**src/hw/rtl/odtc_pkg.sv**
```systemverilog
// Shared types, constants and coefficient ROM contents for the oil density
// temperature correction core. No dependencies.
package odtc_pkg;

   // Fixed-point scale of the quadratic coefficients
   localparam int COEF_FRAC_BITS = 40;

   // Field widths
   localparam int DENS_W = 18;
   localparam int TEMP_W = 16;
   localparam int OUT_W  = 19;

   // Temperature grid
   localparam int GRID_N        = 21;
   localparam int GRID_LAST     = 20;
   localparam int GRID_FALLBACK = 10;
   localparam int IDX_W         = 5;
   localparam int T_LOW         = -5000;
   localparam int T_HIGH        = 15000;
   localparam int T_STEP        = 1000;
   localparam int OFF_W         = 15;   // temperature - T_LOW, in range
   localparam int FRAC_W        = 10;
   localparam int WEIGHT_W      = 11;   // holds T_STEP itself

   // offset / T_STEP as ((offset >> 3) * RECIP_IDX) >> IDX_SHIFT, exact for offset < 2^15
   localparam int STEP_SHIFT = 3;
   localparam int IDX_SHIFT  = 19;
   localparam int IDX_PROD_W = 25;
   localparam logic [12:0] RECIP_IDX =
      13'(((1 << IDX_SHIFT) + (T_STEP / 8) - 1) / (T_STEP / 8));

   // Output saturation and floor(num / T_STEP) for 0 <= num < 2^29
   localparam int OUT_MAX     = 300000;
   localparam int SAT_NUM     = (OUT_MAX + 1) * T_STEP;
   localparam int NUM_Y_MSB   = 28;
   localparam int Y_W         = NUM_Y_MSB - STEP_SHIFT + 1;
   localparam int OUT_SHIFT   = 33;
   localparam int RECIP_OUT_W = 27;
   localparam int OUT_PROD_W  = Y_W + RECIP_OUT_W;
   localparam logic [RECIP_OUT_W-1:0] RECIP_OUT =
      RECIP_OUT_W'(((64'd1 << OUT_SHIFT) + 64'(T_STEP / 8) - 64'd1) / 64'(T_STEP / 8));

   // Datapath widths
   localparam int AW = COEF_FRAC_BITS + 2;     // a and b coefficients
   localparam int CW = COEF_FRAC_BITS + 17;    // c coefficient
   localparam int QW = COEF_FRAC_BITS + 3;     // a*d + b
   localparam int PW = QW + DENS_W + 1;        // (a*d + b) * d
   localparam int SW = PW + 1;                 // plus c and rounding half
   localparam int GW = 21;                     // grid value
   localparam int NW = 34;                     // interpolation numerator

   localparam int QUEUE_DEPTH = 2;
   localparam int QPTR_W      = 1;
   localparam int QCNT_W      = 2;

   // Classified item handed from front to back
   typedef struct packed {
      logic [DENS_W-1:0] density;
      logic [IDX_W-1:0]  idx_lo;
      logic [IDX_W-1:0]  idx_hi;
      logic [FRAC_W-1:0] frac;
   } item_type;

   typedef struct packed {
      logic     valid;
      item_type item;
   } slot_type;

   // Raw decimal coefficients: a in 1e-11, b in 1e-8, c in 1e-4 (kg/m3)
   localparam int QUAD_A [GRID_N] = '{
      6429130, 5554160, 4642140, 3703530, 2956680, 1881570, 933093, 0,
      -1010560, -1806740, -2674700, -3516670, -4332780, -5119790, -5878470,
      -6608730, -7309350, -7983270, -8629530, -9008490, -9588980};
   localparam int QUAD_B [GRID_N] = '{
      83378703, 85623890, 87944813, 90324762, 92420167, 95065442, 97539572,
      100000000, 102600190, 104848410, 107222820, 109557480, 111851200,
      114096440, 116293320, 118440350, 120534010, 122578790, 124571820,
      126022690, 127864600};
   localparam int QUAD_C [GRID_N] = '{
      1426330, 1231950, 1033080, 830808, 638398, 422670, 211520, 0,
      -218031, -422355, -632402, -841279, -1048850, -1254690, -1458720,
      -1660800, -1860700, -2058560, -2254190, -2422210, -2609330};

   localparam logic [63:0] DEN_A = 64'd10000000000000;
   localparam logic [63:0] DEN_B = 64'd100000000;
   localparam logic [63:0] DEN_C = 64'd100;

   typedef logic signed [CW-1:0] coef_tab_type [GRID_N];

   // round(m * 2^F / den), half away from zero; elaboration only
   function automatic logic signed [CW-1:0] to_fixed(input int m, input logic [63:0] den);
      logic        neg;
      logic [63:0] mag;
      logic [127:0] num;
      logic [127:0] quo;
      logic [63:0] rem;
      neg = (m < 0);
      mag = neg ? 64'(-longint'(m)) : 64'(m);
      num = {64'd0, mag} << COEF_FRAC_BITS;
      quo = '0;
      rem = '0;
      for (int i = 127; i >= 0; i--) begin
         rem = {rem[62:0], num[i]};
         if (rem >= den) begin
            rem    = rem - den;
            quo[i] = 1'b1;
         end
      end
      if ({rem[62:0], 1'b0} >= den) begin
         quo = quo + 128'd1;
      end
      return neg ? -(CW'(quo)) : CW'(quo);
   endfunction

   function automatic coef_tab_type build_tab_a();
      coef_tab_type t;
      for (int i = 0; i < GRID_N; i++) begin
         t[i] = to_fixed(QUAD_A[i], DEN_A);
      end
      return t;
   endfunction

   function automatic coef_tab_type build_tab_b();
      coef_tab_type t;
      for (int i = 0; i < GRID_N; i++) begin
         t[i] = to_fixed(QUAD_B[i], DEN_B);
      end
      return t;
   endfunction

   function automatic coef_tab_type build_tab_c();
      coef_tab_type t;
      for (int i = 0; i < GRID_N; i++) begin
         t[i] = to_fixed(QUAD_C[i], DEN_C);
      end
      return t;
   endfunction

   localparam coef_tab_type COEF_A = build_tab_a();
   localparam coef_tab_type COEF_B = build_tab_b();
   localparam coef_tab_type COEF_C = build_tab_c();

endpackage

```
**src/hw/rtl/odtc_queue.sv**
```systemverilog
// Two-entry queue between front and back end; pops whenever non-empty.
// Depends on odtc_pkg.
module odtc_queue import odtc_pkg::*; (
   input  logic     clock,
   input  logic     reset,
   input  slot_type push_slot,
   output logic     full,
   output slot_type pop_slot
);

   item_type          mem_ff [QUEUE_DEPTH];
   logic [QPTR_W-1:0] wr_ptr_ff, wr_ptr_in;
   logic [QPTR_W-1:0] rd_ptr_ff, rd_ptr_in;
   logic [QCNT_W-1:0] count_ff, count_in;
   logic              do_push, do_pop;

   assign full    = (count_ff == QCNT_W'(QUEUE_DEPTH));
   assign do_push = push_slot.valid && !full;
   // back end never stalls
   assign do_pop  = (count_ff != '0);

   always_comb begin
      wr_ptr_in = do_push ? wr_ptr_ff + QPTR_W'(1) : wr_ptr_ff;
      rd_ptr_in = do_pop  ? rd_ptr_ff + QPTR_W'(1) : rd_ptr_ff;
      count_in  = count_ff;
      if (do_push && !do_pop) begin
         count_in = count_ff + QCNT_W'(1);
      end else if (!do_push && do_pop) begin
         count_in = count_ff - QCNT_W'(1);
      end
   end

   always_ff @(posedge clock) begin
      if (reset) begin
         wr_ptr_ff <= '0;
         rd_ptr_ff <= '0;
         count_ff  <= '0;
      end else begin
         wr_ptr_ff <= wr_ptr_in;
         rd_ptr_ff <= rd_ptr_in;
         count_ff  <= count_in;
      end
   end

   always_ff @(posedge clock) begin
      if (do_push) begin
         mem_ff[wr_ptr_ff] <= push_slot.item;
      end
   end

   assign pop_slot.valid = do_pop;
   assign pop_slot.item  = mem_ff[rd_ptr_ff];

endmodule

```
**config.mk**
```make
export PLATFORM = sky130hd
export DESIGN_NAME = odtc_queue
export DESIGN_NICKNAME = d
export VERILOG_FILES = /design/src/hw/rtl/odtc_pkg.sv /design/src/hw/rtl/odtc_queue.sv
export SDC_FILE = /design/constraint.sdc
export NUM_CORES = 1
export LEC_CHECK = 0
export BUFFER_PORTS_ARGS = -buffer_cell sky130_fd_sc_hd__buf_2
export CAP_MARGIN = 15
export CORE_ASPECT_RATIO = 0.7
export CORE_MARGIN = 3
export CORE_UTILIZATION = 46
export DETAILED_ROUTE_END_ITERATION = 10
export PLACE_DENSITY = 0.77
export SETUP_SLACK_MARGIN = 0.4
export SYNTH_ARGS = -nofsm -noshare
export SYNTH_HDL_FRONTEND = slang
export SYNTH_SLANG_ARGS = --single-unit
```
**constraint.sdc**
```tcl
create_clock -name clock -period 1.8 [get_ports clock]
set_input_delay 0.18 -clock clock [delete_from_list [all_inputs] [get_ports clock]]
set_output_delay 0.18 -clock clock [all_outputs]
set_load 0.02 [all_outputs]
```
==> results of run 1 <==
-- metrics by stage --
step                setup WS (ps)  cells  hold slack [ps]  total power, mW  utilization
floorplan                     174    144              242             3.56            -
global placement              239    298              367             4.04        0.588
detailed placement            200    298              372             4.08        0.588
CTS                           146    333            0.303             5.73        0.675
global route                  106    346             1.28             6.17        0.711
finish                        169    346             24.7             5.88        0.711
-- flip-flops by register name, indices dropped and copies added (netlist names), named ones only --
signal	cells
count_ff	2
mem_ff	76
rd_ptr_ff	1
wr_ptr_ff	1
-- cell families after synthesis --
kind of cell	synth area share
mux	0.144
buf+inv	0.0173
flops	0.803
fa+ha+maj	0.00422
compound gates	0.00675
xor+xnor	0.00886
simple gates	0.0156
-- final cells by class --
cell class | instances | area share
clock inverter | 4 | 0.0103
multi-input combinational | 55 | 0.137
tap | 75 | 0.0220
inverter | 3 | 0.00353
timing repair buffer | 116 | 0.234
clock buffer | 12 | 0.0317
sequential | 81 | 0.562
-- final timing paths --
kind           startpoint             to  slack [ps]  depth (start not counted)
max              register    pop_slot[8]         170                          3
min          push_slot[2]   mem_ff[1][2]          20                          1
max reg2reg   count_ff[1]  mem_ff[0][35]         220                          6
min reg2reg     rd_ptr_ff       register         520                          2
-- timing repair --
item / 4_1_cts / 5_1_grt
endpoints found under the hold margin: 0 / 8
endpoints found under the setup margin: 77 / 117
gates cloned: 5 / 7
buffers inserted: 14 / 2
resized for setup: 19 / 11
pin swaps: 4 / 7
hold buffers: 0 / 4
-- cell usage after synthesis, drive strengths merged --
master  number  area (um^2)
inv          3         11.3
dfxtp        5          100
a21oi        2         10.0
edfxtp      76         2280
buf          5         40.0
o21ai        2         10.0
mux2        38          428
nor2         5         18.8
or3          2         12.5
and2         1         6.26
xor2         3         26.3
ha           1         12.5
nor2b        1         8.76
-- metal layers --
metal | up-vias | wire, um
li1 | 804 | -
met1 | 845 | 2650
met2 | 64 | 2980
met3 | 4 | 493
met4 | 2 | 11
met5 | - | 9
-- power by group through the flow --
stage	combinational (mW)	clock, mW	sequential, mW
6_report	2.21	1.21	2.46
4_1_cts	2.02	1.24	2.47
3_5_place_dp	1.58	0	2.49
2_1_floorplan	1.10	0	2.47
3_3_place_gp	1.56	0	2.48
5_1_grt	2.33	1.35	2.48
==> out/qor.yml, run 1 <==
critical_path:
  slowest_stage: "dfxtp_4"
  cp_slowest_stage_delay_ps: 400
  critical_path_class: "register to output pin"
  critPathLaunchType: "register"
  endpoint_kind: "output pin"
  critPathRequiredTime_ps: 1620
  critPathMaxFanout: 19
  critPathBufInv: 2
  cp.arrival_ps: 1450
  critical_path.cell_chain: "buf_12, mux2_2, buf_2"
  crit_family: "flip-flops"
global_routing:
  track_usage: 0.165
  grt_first_pass_wirelength_mm: 8.67
  grt_pass1_vias: 1653
  use_met3: 0.0850
  busiest_layer: "met2"
  grt_max_degree: 39
  grt.met2_usage: 0.259
  antenna_found_initial: 1
  grtUsageMet1: 0.199
  grt_overflow: 0
power_and_ir_drop:
  switching_share: 0.296
  p_int_mw: 4.14
  seq_power_share: 0.419
  power_frac_clock: 0.206
  ir_drop_v: 0.00101
  combPwrFrac: 0.375
  p_leak_nw: 1.65
  cellPowerDensity_nw_per_um2: 1380
  p_sw_mw: 1.74
run_status:
  status: "finished clean"
final_layout:
  fillerInstances: 396
  nets: 308
  layout-drive-gt1-share: 0.646
  diodes: 0
  final_common_cell: "buf_2"
  syn2layout_area_growth_pct: 43.5
  regArea_um2: 2390
  multi_input_area_um2: 582
  fin_area_um2: 4260
  layout_common_cells: "buf_2 (78), edfxtp_1 (76), mux2_2 (38), buf_6 (12), clkbuf_8 (9)"
place:
  gp_congestion: 0.739
  post-dp-hpwl_mm: 3.47
  placedInstanceArea_um2: 3520
  io_buffers: 80
timing:
  max_slew.worst_pin.slew_ps: 224
  finalSetupViolCount: 0
  fin_crit_ps: 1630
  rsz0062_at_grt: "true"
  fin_tns_setup_ps: 0
  slew_viol_final: 0
  fmax_mhz: 613
  relSlewSlack: 0.850
  hold_viol_final: 0
  period_share: 0.906
  fin_skew_ps: 4.81
synthesis:
  synthesis.nets: 186
  synth_area_per_cell_um2: 20.6
  syn_inst: 144
  synth_cell_types: 15
  syn-cell-area_um2: 2970
  yosysSeqAreaShare: 0.803
  yosysWarnings: 0
  ys_ff_latch: 81
worst_hold_path:
  hold_class: "primary input to register"
die:
  num_rows: 23
  dieArea_um2: 7460
  die_w_um: 102
  pin_count: 81
  initial_core_util: 0.496
  core_um2: 5990
  die_y_um: 73.2
run:
  maxCapViolCount: 0
clock_tree:
  clockRootBuffer: "clkbuf_8"
  clk_latency_ps: 340
  clockBufferDepth: 2
  cts_buffers: 9
  cts_tree: "built"
  clkSinkCount: 81
  cts.clk_slew.worst_paths_ps: 70
  cts.htree.levels: 3
detailed_routing:
  drt-wirelength-per-cell_um: 17.7
  dr.first_iter.drc_count: 41
  vias: 1719
  drc: 0
  drtAntennaViolNets: 0
  viasPerCell: 4.97
  wirelength_mm: 6.14
  drt_pass1_iterations: 4
(Power assumes the default switching activity.)
==> run 2, diff against run 1 <==
- GPL_TIMING_DRIVEN: default -> 0
- RECOVER_POWER: default -> 25
==> out/qor.yml, run 2 (same netlist as run 1, synthesis figures left out) <==
power_and_ir_drop:
  cellPowerDensity_nw_per_um2: 1430  # was 1380 nW/um^2
  ir_drop_v: 0.00109  # was 0.00101 V
  p_leak_nw: 1.81  # was 1.65 nW
  power_frac_clock: 0.192  # was 0.206
  p_sw_mw: 1.96  # was 1.74 mW
  seq_power_share: 0.372  # was 0.419
  combPwrFrac: 0.436  # was 0.375
  switching_share: 0.296  # about the same
  p_int_mw: 4.66  # was 4.14 mW
detailed_routing:
  drtAntennaViolNets: 0  # unchanged
  drc: 0  # unchanged
  viasPerCell: 5.00  # was 4.97
  drt-wirelength-per-cell_um: 19.4  # was 17.7 um
  dr.first_iter.drc_count: 53  # was 41
  drt_pass1_iterations: 4  # unchanged
  vias: 1760  # was 1719
  wirelength_mm: 6.82  # was 6.14 mm
die:
  num_rows: 23  # unchanged
  pin_count: 81  # unchanged
  initial_core_util: 0.496  # unchanged
  core_um2: 5990  # unchanged
  die_y_um: 73.2  # unchanged
  dieArea_um2: 7460  # unchanged
  die_w_um: 102  # unchanged
clock_tree:
  clkSinkCount: 81  # unchanged
  cts_tree: "built"  # unchanged
  clk_latency_ps: 350  # was 340 ps
  cts_buffers: 9  # unchanged
  clockBufferDepth: 2  # unchanged
  cts.htree.levels: 3  # unchanged
  clockRootBuffer: "clkbuf_8"  # unchanged
  cts.clk_slew.worst_paths_ps: 80  # was 70 ps
final_layout:
  layout_common_cells: "edfxtp_1 (76), buf_6 (42), buf_2 (35), mux2_4 (28), clkbuf_1 (17)"  # was buf_2 (78), edfxtp_1 (76), mux2_2 (38), buf_6 (12), clkbuf_8 (9)
  multi_input_area_um2: 691  # was 582 um^2
  fin_area_um2: 4620  # was 4260 um^2
  diodes: 0  # unchanged
  nets: 314  # was 308
  layout-drive-gt1-share: 0.614  # was 0.646
  fillerInstances: 349  # was 396
  regArea_um2: 2390  # about the same
  final_common_cell: "edfxtp_1"  # was buf_2
  regMostFlops: "mem_ff"  # unchanged
  reg_top3: "mem_ff x76, count_ff x2"  # unchanged
  syn2layout_area_growth_pct: 55.8  # was 43.5%
  largest_reg_flops: 76  # unchanged
critical_path:
  cp.depth: 4  # was 3
  cp.arrival_ps: 1450  # about the same
  endpoint_kind: "output pin"  # unchanged
  regToRegStartpoint: "count_ff[1]"  # unchanged
  critPathLaunchType: "register"  # unchanged
  critPathRequiredTime_ps: 1620  # about the same
  r2r_slack_ps: 190  # was 220 ps
  crit_end: "pop_slot[13]"  # was pop_slot[8]
  slowest_stage: "dfxtp_2"  # was dfxtp_4
  r2r_end: "mem_ff[0][20]"  # was mem_ff[0][35]
  critPathBufInv: 3  # was 2
  cp_slowest_stage_delay_ps: 360  # was 400 ps
  rr_worst_depth: 7  # was 6
  critPathMaxFanout: 7  # was 19
  crit_family: "buffers and inverters"  # was flip-flops
  critical_path.cell_chain: "buf_12, clkbuf_16, mux2_4, buf_6"  # was buf_12, mux2_2, buf_2
  critical_path_class: "register to output pin"  # unchanged
timing:
  slew_viol_final: 0  # unchanged
  rsz0062_at_grt: "true"  # unchanged
  relSlewSlack: 0.793  # was 0.850
  max_slew.worst_pin.slew_ps: 307  # was 224 ps
  fin_crit_ps: 1630  # about the same
  fin_skew_ps: 11.5  # was 4.81 ps
  period_share: 0.906  # about the same
  finalSetupViolCount: 0  # unchanged
  hold-worst-slack_ps: 15.9  # was 24.7 ps
  hold_viol_final: 0  # unchanged
  fin_tns_setup_ps: 0  # unchanged
  setup_ws_ps: 170  # was 169 ps
  fmax_mhz: 613  # about the same
place:
  gp_congestion: 0.662  # was 0.739
  placedInstanceArea_um2: 3480  # was 3520 um^2
  io_buffers: 80  # unchanged
  pre_cts_ws_ps: -111  # was 200 ps
  post-dp-hpwl_mm: 3.43  # was 3.47 mm
worst_hold_path:
  hold_class: "primary input to register"  # unchanged
run:
  maxCapViolCount: 0  # unchanged
global_routing:
  track_usage: 0.179  # was 0.165
  grt_pass1_vias: 1871  # was 1653
  grt_max_degree: 14  # was 39
  grt_first_pass_wirelength_mm: 9.52  # was 8.67 mm
  antenna_found_initial: 0  # was 1
  grt_overflow: 0  # unchanged
run_status:
  status: "finished clean"  # unchanged
## run 2: changes by cell type in the layout (fill, tap and decap cells not counted), moves of 4 or more
| cell | before | now |
|---|---|---|
| buf_12 | 7 | 11 |
| buf_2 | 78 | 35 |
| buf_6 | 12 | 42 |
| clkbuf_1 | 3 | 17 |
| mux2_2 | 38 | 10 |
| mux2_4 | 0 | 28 |
## run 2: area by class of cell
class                   count  area share
flip-flops and latches     81       0.517
repair buffers            115       0.252
multi-input cells          56       0.149
clock buffers              12      0.0292
well taps                  75      0.0203
plain buffers               5      0.0160
clock inverters             4      0.0116
inverters                   3     0.00325
repair inverters            1     0.00162
## run 2: worst min path at each step
stage | start | to | slack, ps | cells after the start
2_1_floorplan | reset | count_ff[1] | 240 | 1
3_3_place_gp | push_slot[6] | mem_ff[0][6] | 370 | 1
3_5_place_dp | push_slot[5] | mem_ff[1][5] | 370 | 1
4_1_cts | push_slot[5] | mem_ff[1][5] | 5 | 1
5_1_grt | push_slot[33] | mem_ff[1][33] | -9 | 1
6_report | push_slot[6] | mem_ff[1][6] | 20 | 1
## run 2: repair_timing
item | in CTS | in global routing
resized for setup | 51 | 76
hold buffers | 0 | 1
gates cloned | 6 | 5
pin swaps | 5 | 2
hold endpoints to repair | 0 | 2
setup buffers | 21 | 4
endpoints found under the setup margin | 116 | 117
## run 2: worst reg2reg max path, delay by kind of cell (launching register included)
| family | cells | cell delay (ps) |
|---|---|---|
| buffers and inverters | 5 | 510 |
| AND/OR/NAND/NOR | 2 | 500 |
| flip-flops | 1 | 330 |
## run 2: power groups by stage
stage | clock network, mW | logic (mW) | registers [mW]
floorplan | 0 | 1.10 | 2.47
global placement | 0 | 1.53 | 2.48
detailed placement | 0 | 1.55 | 2.50
CTS | 1.28 | 2.23 | 2.46
global route | 1.38 | 3.03 | 2.49
finish | 1.27 | 2.88 | 2.46
## run 2: metrics by stage
step	cells	utilization	power [mW]
4_1_cts	342	0.703	5.98
5_1_grt	352	0.772	6.90
3_5_place_dp	299	0.581	4.05
3_3_place_gp	299	0.581	4.01
6_report	352	0.772	6.62
2_1_floorplan	144	-	3.56
## run 2: layer usage
| metal | global-route usage | share of wire |
|---|---|---|
| met5 | 0 | 0 |
| met3 | 0.0764 | 0.10 |
| met1 | 0.220 | 0.42 |
| met4 | 0.0597 | 0.0015 |
| met2 | 0.287 | 0.47 |
