File: config.mk
export PLATFORM = sky130hd
export DESIGN_NAME = odtc_front
export DESIGN_NICKNAME = d
export VERILOG_FILES = /design/src/hw/rtl/odtc_pkg.sv /design/src/hw/rtl/odtc_front.sv
export SDC_FILE = /design/constraint.sdc
export NUM_CORES = 1
export LEC_CHECK = 0
export BUFFER_PORTS_ARGS = -buffer_cell sky130_fd_sc_hd__buf_2
export CAP_MARGIN = 20
export CORE_MARGIN = 5
export CORE_UTILIZATION = 55
export CTS_CLUSTER_DIAMETER = 100
export DETAILED_ROUTE_END_ITERATION = 8
export HOLD_SLACK_MARGIN = 0.1
export PLACE_DENSITY = 0.91
export SYNTH_ARGS = -nofsm -noshare
export SYNTH_HDL_FRONTEND = slang
export SYNTH_SLANG_ARGS = --single-unit
File: constraint.sdc
create_clock -name clock -period 19.5 [get_ports clock]
set_input_delay 1.95 -clock clock [delete_from_list [all_inputs] [get_ports clock]]
set_output_delay 1.95 -clock clock [all_outputs]
set_load 0.005 [all_outputs]
File: src/hw/rtl/odtc_pkg.sv
// Shared types, constants and coefficient ROM contents for the oil density
// temperature correction core. No dependencies.
package odtc_pkg;

   // Fixed-point scale of the quadratic coefficients
   localparam int COEF_FRAC_BITS = 40;

   // Field widths
   localparam int DENS_W = 18;
   localparam int TEMP_W = 16;
   localparam int OUT_W  = 19;

   // Temperature grid
   localparam int GRID_N        = 21;
   localparam int GRID_LAST     = 20;
   localparam int GRID_FALLBACK = 10;
   localparam int IDX_W         = 5;
   localparam int T_LOW         = -5000;
   localparam int T_HIGH        = 15000;
   localparam int T_STEP        = 1000;
   localparam int OFF_W         = 15;   // temperature - T_LOW, in range
   localparam int FRAC_W        = 10;
   localparam int WEIGHT_W      = 11;   // holds T_STEP itself

   // offset / T_STEP as ((offset >> 3) * RECIP_IDX) >> IDX_SHIFT, exact for offset < 2^15
   localparam int STEP_SHIFT = 3;
   localparam int IDX_SHIFT  = 19;
   localparam int IDX_PROD_W = 25;
   localparam logic [12:0] RECIP_IDX =
      13'(((1 << IDX_SHIFT) + (T_STEP / 8) - 1) / (T_STEP / 8));

   // Output saturation and floor(num / T_STEP) for 0 <= num < 2^29
   localparam int OUT_MAX     = 300000;
   localparam int SAT_NUM     = (OUT_MAX + 1) * T_STEP;
   localparam int NUM_Y_MSB   = 28;
   localparam int Y_W         = NUM_Y_MSB - STEP_SHIFT + 1;
   localparam int OUT_SHIFT   = 33;
   localparam int RECIP_OUT_W = 27;
   localparam int OUT_PROD_W  = Y_W + RECIP_OUT_W;
   localparam logic [RECIP_OUT_W-1:0] RECIP_OUT =
      RECIP_OUT_W'(((64'd1 << OUT_SHIFT) + 64'(T_STEP / 8) - 64'd1) / 64'(T_STEP / 8));

   // Datapath widths
   localparam int AW = COEF_FRAC_BITS + 2;     // a and b coefficients
   localparam int CW = COEF_FRAC_BITS + 17;    // c coefficient
   localparam int QW = COEF_FRAC_BITS + 3;     // a*d + b
   localparam int PW = QW + DENS_W + 1;        // (a*d + b) * d
   localparam int SW = PW + 1;                 // plus c and rounding half
   localparam int GW = 21;                     // grid value
   localparam int NW = 34;                     // interpolation numerator

   localparam int QUEUE_DEPTH = 2;
   localparam int QPTR_W      = 1;
   localparam int QCNT_W      = 2;

   // Classified item handed from front to back
   typedef struct packed {
      logic [DENS_W-1:0] density;
      logic [IDX_W-1:0]  idx_lo;
      logic [IDX_W-1:0]  idx_hi;
      logic [FRAC_W-1:0] frac;
   } item_type;

   typedef struct packed {
      logic     valid;
      item_type item;
   } slot_type;

   // Raw decimal coefficients: a in 1e-11, b in 1e-8, c in 1e-4 (kg/m3)
   localparam int QUAD_A [GRID_N] = '{
      6429130, 5554160, 4642140, 3703530, 2956680, 1881570, 933093, 0,
      -1010560, -1806740, -2674700, -3516670, -4332780, -5119790, -5878470,
      -6608730, -7309350, -7983270, -8629530, -9008490, -9588980};
   localparam int QUAD_B [GRID_N] = '{
      83378703, 85623890, 87944813, 90324762, 92420167, 95065442, 97539572,
      100000000, 102600190, 104848410, 107222820, 109557480, 111851200,
      114096440, 116293320, 118440350, 120534010, 122578790, 124571820,
      126022690, 127864600};
   localparam int QUAD_C [GRID_N] = '{
      1426330, 1231950, 1033080, 830808, 638398, 422670, 211520, 0,
      -218031, -422355, -632402, -841279, -1048850, -1254690, -1458720,
      -1660800, -1860700, -2058560, -2254190, -2422210, -2609330};

   localparam logic [63:0] DEN_A = 64'd10000000000000;
   localparam logic [63:0] DEN_B = 64'd100000000;
   localparam logic [63:0] DEN_C = 64'd100;

   typedef logic signed [CW-1:0] coef_tab_type [GRID_N];

   // round(m * 2^F / den), half away from zero; elaboration only
   function automatic logic signed [CW-1:0] to_fixed(input int m, input logic [63:0] den);
      logic        neg;
      logic [63:0] mag;
      logic [127:0] num;
      logic [127:0] quo;
      logic [63:0] rem;
      neg = (m < 0);
      mag = neg ? 64'(-longint'(m)) : 64'(m);
      num = {64'd0, mag} << COEF_FRAC_BITS;
      quo = '0;
      rem = '0;
      for (int i = 127; i >= 0; i--) begin
         rem = {rem[62:0], num[i]};
         if (rem >= den) begin
            rem    = rem - den;
            quo[i] = 1'b1;
         end
      end
      if ({rem[62:0], 1'b0} >= den) begin
         quo = quo + 128'd1;
      end
      return neg ? -(CW'(quo)) : CW'(quo);
   endfunction

   function automatic coef_tab_type build_tab_a();
      coef_tab_type t;
      for (int i = 0; i < GRID_N; i++) begin
         t[i] = to_fixed(QUAD_A[i], DEN_A);
      end
      return t;
   endfunction

   function automatic coef_tab_type build_tab_b();
      coef_tab_type t;
      for (int i = 0; i < GRID_N; i++) begin
         t[i] = to_fixed(QUAD_B[i], DEN_B);
      end
      return t;
   endfunction

   function automatic coef_tab_type build_tab_c();
      coef_tab_type t;
      for (int i = 0; i < GRID_N; i++) begin
         t[i] = to_fixed(QUAD_C[i], DEN_C);
      end
      return t;
   endfunction

   localparam coef_tab_type COEF_A = build_tab_a();
   localparam coef_tab_type COEF_B = build_tab_b();
   localparam coef_tab_type COEF_C = build_tab_c();

endpackage

File: src/hw/rtl/odtc_front.sv
// Front end: takes items on the request port, picks grid points and weight.
// Depends on odtc_pkg.
module odtc_front import odtc_pkg::*; (
   input  logic                     clock,
   input  logic                     reset,
   input  logic                     start,
   output logic                     busy,
   input  logic [DENS_W-1:0]        req_density_in,
   input  logic signed [TEMP_W-1:0] req_temperature,
   input  logic                     queue_full,
   output slot_type                 push_slot
);

   logic              valid_ff, valid_in;
   item_type          item_ff, item_in;
   logic              accept, push;
   logic              in_range;
   logic signed [TEMP_W:0] temp_ext, off_full;
   logic [OFF_W-1:0]  off;
   logic [IDX_PROD_W-1:0] idx_prod;
   logic [IDX_W-1:0]  idx_div;
   logic [OFF_W-1:0]  frac_full;

   assign push   = valid_ff && !queue_full;
   assign busy   = reset || (valid_ff && queue_full);
   assign accept = start && !busy;

   always_comb begin
      temp_ext  = {req_temperature[TEMP_W-1], req_temperature};
      off_full  = temp_ext - (TEMP_W+1)'(T_LOW);
      in_range  = (req_temperature >= T_LOW) && (req_temperature <= T_HIGH);
      off       = off_full[OFF_W-1:0];
      // divide by the grid step: shift out the factor 8, reciprocal for 125
      idx_prod  = IDX_PROD_W'(off[OFF_W-1:STEP_SHIFT]) * IDX_PROD_W'(RECIP_IDX);
      idx_div   = idx_prod[IDX_SHIFT +: IDX_W];
      frac_full = off - OFF_W'(idx_div * T_STEP);

      item_in.density = req_density_in;
      if (in_range) begin
         item_in.idx_lo = idx_div;
         item_in.idx_hi = (idx_div == IDX_W'(GRID_LAST)) ? idx_div : idx_div + IDX_W'(1);
         item_in.frac   = frac_full[FRAC_W-1:0];
      end else begin
         // out of the grid: 50 C point alone
         item_in.idx_lo = IDX_W'(GRID_FALLBACK);
         item_in.idx_hi = IDX_W'(GRID_FALLBACK);
         item_in.frac   = '0;
      end

      valid_in = accept ? 1'b1 : (push ? 1'b0 : valid_ff);
   end

   always_ff @(posedge clock) begin
      if (reset) begin
         valid_ff <= 1'b0;
      end else begin
         valid_ff <= valid_in;
      end
   end

   always_ff @(posedge clock) begin
      if (accept) begin
         item_ff <= item_in;
      end
   end

   assign push_slot.valid = push;
   assign push_slot.item  = item_ff;

endmodule

==> impl_metrics.tcl, run 1 <==
set metrics [dict create \
    worst_slew_pin_slew_ns 0.9780 \
    dieArea_sq_um 8959 \
    ir_drop_mv 0.1192 \
    place.port_buffers 77 \
    clock-sinks 39 \
    worstSkewPairLatency_ns 0.29 \
    use_met2_pct 36.11 \
    cp-endpoint "push_slot[9]" \
    ys_ff_latch 39 \
    drt_pass1_iterations 4 \
    rr_worst_depth 2 \
    gr-usage-met1_pct 21.13 \
    root_buffer "clkbuf_8" \
    clk_path_buf_depth 2 \
    worst_clock_skew_ns 0.003320 \
    io_pins 78 \
    finalPower_mw 0.8561 \
    synthesis.area_sq_um 3941 \
    post_cts_resized 0 \
    crit_buf_inv 8 \
    postCtsSetupBuffers 0 \
    dp_hpwl_um 6886 \
    syn_avg_cell_area_sq_um 10.83 \
    via_per_inst 5.217 \
    p_comb_share_pct 79.0 \
    r2r-start "valid_ff" \
    drtIter0Drc 128 \
    cpPeakStageDelay_ns 0.55 \
    nets 589 \
    min_path_type "flip-flop to flip-flop" \
    globalplace.congestion 0.9276 \
    pwr-share-clk_pct 7.7 \
    grt.total_usage_pct 18.90 \
    finalSetupTns_ns 0 \
    ys_seq_area_share_pct 29.46 \
    cts_max_level 2 \
    grt_max_degree 39 \
    vias 2833 \
    clk_pin_slew_ns 0.08 \
    path_depth 37 \
    synth_edf_count 38 \
    grt_pass1_wl_um 13420 \
    die_w_um 94.65 \
    period_minus_slack_ns 10.52 \
    p_per_area_nw_per_um2 187.8 \
    power_switching_mw 0.3772 \
    end_kind "flip-flop" \
    cpMostUsedCell "inv_1" \
    seq_power_share_pct 13.3 \
    diodes 0 \
    synth_cells 364 \
    core_area_sq_um 6869 \
    crit_required_ns 19.52 \
    yosysTopAreaCell "edfxtp_1" \
    r2r_slack_ns 17.86 \
    area_growth_pct 15.68 \
    globalRouteMet3Util_pct 2.789 \
    ys_warn_count 0 \
    final-max-slew-violation-count 0 \
    async_reset_ff_share_pct 0 \
    maxSlewHeadroom_pct 34.65 \
    post_drt_wl_per_cell_um 14.91 \
    drc 0 \
    max-cap-violations 0 \
    hold_buffers 0 \
    rsz0062_at_grt "false" \
    start_util_pct 57.38 \
    intPower_mw 0.4789 \
    drive_gt1_share_pct 22.60 \
    overflow 0 \
    finalWirelength_um 8096 \
    ant_nets 0 \
    antenna_found_initial 0 \
    leakage_nw 2.293 \
    synth_commonest_cells "82 x ha_1, 74 x inv_1, 38 x edfxtp_1" \
    critPathTopFamily "adder cells" \
    synthTopCellsByArea "edfxtp_1 29%, ha_1 26%, fa_1 12%" \
    grt_pass1_vias 2985 \
    rows 30 \
    synth.top_cell.area_share_pct 28.95 \
    cts_tree "yes" \
    critical_path_arrival_ns 10.54 \
    startpoint_type "primary input" \
    yosysMostFrequentCell "ha_1" \
    max_freq_mhz 95.05 \
    numCtsBuffers 5 \
    synth_cell_types 45 \
    reg2reg_to "push_slot[5]" \
    crit_start "req_temperature[7]" \
    cp_max_fo 7 \
    finalCritPeriodShare_pct 53.95 \
    cp_slowest_cell "fa_1" \
    finalSetupViolations 0 \
    fillers 486 \
    worstSetupPathType "primary input to flip-flop" \
    grt_busiest_layer "met2" \
    status "finished clean" \
    dieHeight_um 94.65 \
    switching_share_pct 44.06 \
    hold_violations 0 \
    synth_ff_type "edfxtp_1" \
    postSynthNetCount 507 \
]
==> worst min-delay path by stage <==
stage	from	depth (start not counted)	slack, ns	to
final	valid_ff	2	0.51	valid_ff
after global routing	valid_ff	2	0.57	valid_ff
after CTS	valid_ff	2	0.52	valid_ff
after detailed placement	valid_ff	2	0.50	valid_ff
after global placement	valid_ff	2	0.48	valid_ff
after floorplan	valid_ff	2	0.47	valid_ff
==> stage by stage <==
step / hold slack, ns / utilization [%] / cell area (sq um) / cells / setup WS [ns]
after floorplan: 0.4662 / - / 3941 / 364 / 9.626
after global placement: 0.4830 / 64.74 / 4447 / 535 / 9.066
after detailed placement: 0.5042 / 64.74 / 4447 / 535 / 8.664
after CTS: 0.5200 / 66.38 / 4559 / 543 / 8.971
after global routing: 0.5673 / 66.38 / 4559 / 543 / 8.527
final: 0.5116 / 66.38 / 4559 / 543 / 8.980
==> flip-flops by register name, summed over array words and instances (netlist names) <==
signal / flops
valid_ff: 1
push_slot: 38
==> kinds of logic (layout without fill, tap and decap cells) <==
group / Yosys count / count (layout) / share of synthesized area (%)
AOI/OAI and AO/OA: 42 / 42 / 8.095
xor gates and xnor gates: 32 / 32 / 8.666
and+or+nand+nor: 68 / 68 / 8.540
DFF: 39 / 39 / 29.46
buffers and inverters: 78 / 161 / 7.524
adders and majority gates: 105 / 105 / 37.71
==> power groups by stage <==
stage               logic [mW]  clock network (mW)  registers [mW]
floorplan                0.536                   0           0.117
global placement         0.633                   0           0.115
detailed placement       0.678                   0           0.116
CTS                      0.680              0.0660           0.114
global route             0.759              0.0704           0.115
finish                   0.677              0.0657           0.114
==> metal layers <==
metal  wire [um]  up-vias
met4         155        0
met3         609       16
met1        3224     1324
li1            -     1387
met2        4108      106
met5           0        -
==> final cells by class <==
class                      instances  area [sq um]  share of cell area, %
clock buffer                       5         68.82                  1.509
clock inverter                     3         43.79                 0.9605
inverter                          75         281.5                  6.175
multi-input combinational        247          2491                  54.64
sequential                        39          1161                  25.47
tap                               96         120.1                  2.634
timing repair buffer              78         392.9                  8.617
==> cells in the final DEF, fill, tap and decap left out, drive strengths merged, types with 3 or more instances in the layout <==
cell,synthesis,layout
nor2b,3,3
xor2,11,11
nor3,3,3
fa,23,23
nand4,5,5
o21ai,6,6
a21oi,15,15
inv,75,75
clkbuf,2,5
edfxtp,38,38
buf,1,78
nand2,15,15
or2,3,3
nand3,6,6
a21o,7,7
xnor2,19,19
ha,82,82
nor2,26,26
==> tightest hold or removal path: cells and delay by family, from the launching register on <==
family	cells	cell delay (ns)
compound gates	1	0.07
simple gates	1	0.07
flops	1	0.34
Power figures use the tool's default switching activity.
==> run 2: changes to the inputs <==
- ABC_AREA: default -> 1
- PLACE_DENSITY: 0.91 -> 0.9
- clock period: 19.5 -> 9.75 ns (I/O delays scaled with it)
==> impl_metrics.tcl, run 2 <==
set metrics [dict create \
    status "finished clean" \
    cts_max_level 2 \
    vias 3666 \
    synth_cells 508 \
    startpoint_type "primary input" \
    cpPeakStageDelay_ns 0.53 \
    ys_ff_latch 39 \
    pwr-share-clk_pct 8.9 \
    place.port_buffers 77 \
    yosysMostFrequentCell "inv_1" \
    synth.top_cell.area_share_pct 26.57 \
    globalplace.congestion 0.9267 \
    root_buffer "clkbuf_8" \
    cpMostUsedCell "nand2_1" \
    p_comb_share_pct 76.3 \
    synthesis.area_sq_um 4294 \
    synth_ff_type "edfxtp_1" \
    worstHoldPathCells 2 \
    r2r-start "valid_ff" \
    seq_power_share_pct 14.8 \
    whs_endpoint "valid_ff" \
    finalSetupViolations 0 \
    max_freq_mhz 113.7 \
    synth_commonest_cells "109 x inv_1, 95 x nand2_1, 82 x ha_1" \
    cts_tree "yes" \
    end_kind "flip-flop" \
    leakage_nw 2.697 \
    finalSetupTns_ns 0 \
    synth_edf_count 38 \
    rows 32 \
    yosys.area_share.adder_pct 34.62 \
    ir_drop_mv 0.1938 \
    hold_start "valid_ff" \
    clk_pin_slew_ns 0.08 \
    io_pins 78 \
    postCtsSetupBuffers 0 \
    grt_pass1_vias 3859 \
    clk_path_buf_depth 2 \
    power_switching_mw 0.7701 \
    rsz0062_at_grt "false" \
    synthTopCellsByArea "edfxtp_1 27%, ha_1 24%, fa_1 11%" \
    finalCritPeriodShare_pct 90.19 \
    numCtsBuffers 5 \
    mostFrequentLayoutCell "inv_1" \
    ys_seq_area_share_pct 27.04 \
    post_cts_resized 0 \
    grt_pass1_wl_um 17180 \
    drtIter0Drc 190 \
    switching_share_pct 51.27 \
    ys_warn_count 0 \
    postSynthNetCount 651 \
    area_growth_pct 14.48 \
    largest_register_ffs 38 \
    grt.total_usage_pct 21.55 \
    cp_slowest_cell "fa_1" \
    worst_clock_skew_ns 0.007174 \
    layout_common_cells "109 x inv_1, 95 x nand2_1, 82 x ha_1" \
    synth-xor-area-share_pct 2.214 \
    drc 0 \
    synth.area.mux_share_pct 0 \
    critical_path_arrival_ns 8.84 \
    nets 733 \
    die_w_um 98.36 \
    period_minus_slack_ns 8.793 \
    cp_max_fo 8 \
    post_drt_wl_per_cell_um 14.62 \
    stdcell_count 693 \
    hold_violations 0 \
    syn_avg_cell_area_sq_um 8.453 \
    final-max-slew-violation-count 0 \
    dieArea_sq_um 9675 \
    crit_required_ns 9.80 \
    drive_gt1_share_pct 17.94 \
    dieHeight_um 98.36 \
    via_per_inst 5.290 \
    max-cap-violations 0 \
    reg2reg_to "push_slot[33]" \
    synth_top_family_by_area "adder cells" \
    worstSetupPathType "primary input to flip-flop" \
    dp.cells 685 \
    min_path_type "flip-flop to flip-flop" \
    start_util_pct 56.15 \
    r2r_slack_ns 8.11 \
    rr_worst_depth 3 \
    dp_hpwl_um 8644 \
    synth_compound_area_share_pct 6.789 \
    maxSlewHeadroom_pct 34.45 \
    core_area_sq_um 7647 \
    intPower_mw 0.7319 \
    worst_slew_pin_slew_ns 0.9809 \
    final_util_pct 64.28 \
    synth_cell_types 32 \
    diodes 0 \
    hold_buffers 0 \
    antenna_found_initial 0 \
    p_per_area_nw_per_um2 305.5 \
    yosysTopAreaCell "edfxtp_1" \
    overflow 0 \
    clock-sinks 39 \
    grt_max_degree 39 \
    synth_simple_gate_area_share_pct 19.29 \
    async_reset_ff_share_pct 0 \
    drt_pass1_iterations 5 \
    finalWirelength_um 10140 \
    ant_nets 0 \
    worstSkewPairLatency_ns 0.30 \
]
[run 2: routing by layer]
metal / global-route usage, % / routed length [um] / vias up
met5: 0 / 0 / -
met2: 40.61 / 5090 / 152
met4: 7.668 / 248 / 0
li1: - / - / 1809
met1: 24.64 / 4159 / 1684
met3: 2.929 / 636 / 21
[run 2: how the worst max path moves through the flow]
stage / cells past startpoint / startpoint / endpoint
after floorplan: 39 / req_temperature[3] / push_slot[9]
after global placement: 40 / req_temperature[3] / push_slot[9]
after detailed placement: 39 / req_temperature[3] / push_slot[9]
after CTS: 39 / req_temperature[3] / push_slot[9]
after global routing: 41 / req_temperature[3] / push_slot[9]
final: 40 / req_temperature[3] / push_slot[9]
[run 2: kinds of logic after synthesis]
logic type,after synthesis
xor+xnor,10
buf+inv,114
compound gates,53
flops,39
simple gates,187
fa+ha+maj,105
[run 2: layout make-up]
| class | count | area (sq um) |
|---|---|---|
| clock buffers | 5 | 68.82 |
| clock inverters | 3 | 43.79 |
| fillers | 648 | 2731 |
| inverters | 112 | 420.4 |
| multi-input cells | 355 | 2709 |
| flip-flops and latches | 39 | 1161 |
| well taps | 102 | 127.6 |
| repair buffers | 77 | 385.4 |
[run 2: stage by stage]
step | total power [mW] | instance area (sq um) | setup WS [ns] | hold WS [ns]
after floorplan | 1.093 | 4294 | 1.696 | 0.4476
after global placement | 1.286 | 4803 | 0.8587 | 0.4551
after detailed placement | 1.357 | 4803 | 0.6801 | 0.4805
after CTS | 1.502 | 4916 | 0.9484 | 0.4928
after global routing | 1.701 | 4916 | 0.4162 | 0.5336
final | 1.502 | 4916 | 0.9569 | 0.4885
[run 2: power groups by stage]
stage | Combinational (mW) | Clock [mW] | Sequential, mW
after global placement | 1.06 | 0 | 0.225
after global routing | 1.34 | 0.143 | 0.223
after detailed placement | 1.13 | 0 | 0.225
final | 1.15 | 0.133 | 0.222
after CTS | 1.14 | 0.136 | 0.222
after floorplan | 0.865 | 0 | 0.228
[run 2: critical path, delay by kind of cell]
| kind | cells | cell delay, ns |
|---|---|---|
| buffers and inverters | 7 | 0.49 |
| adders and majority gates | 11 | 4.28 |
| and+or+nand+nor | 14 | 1.42 |
| xor gates and xnor gates | 3 | 0.94 |
| AOI/OAI and AO/OA | 5 | 0.73 |
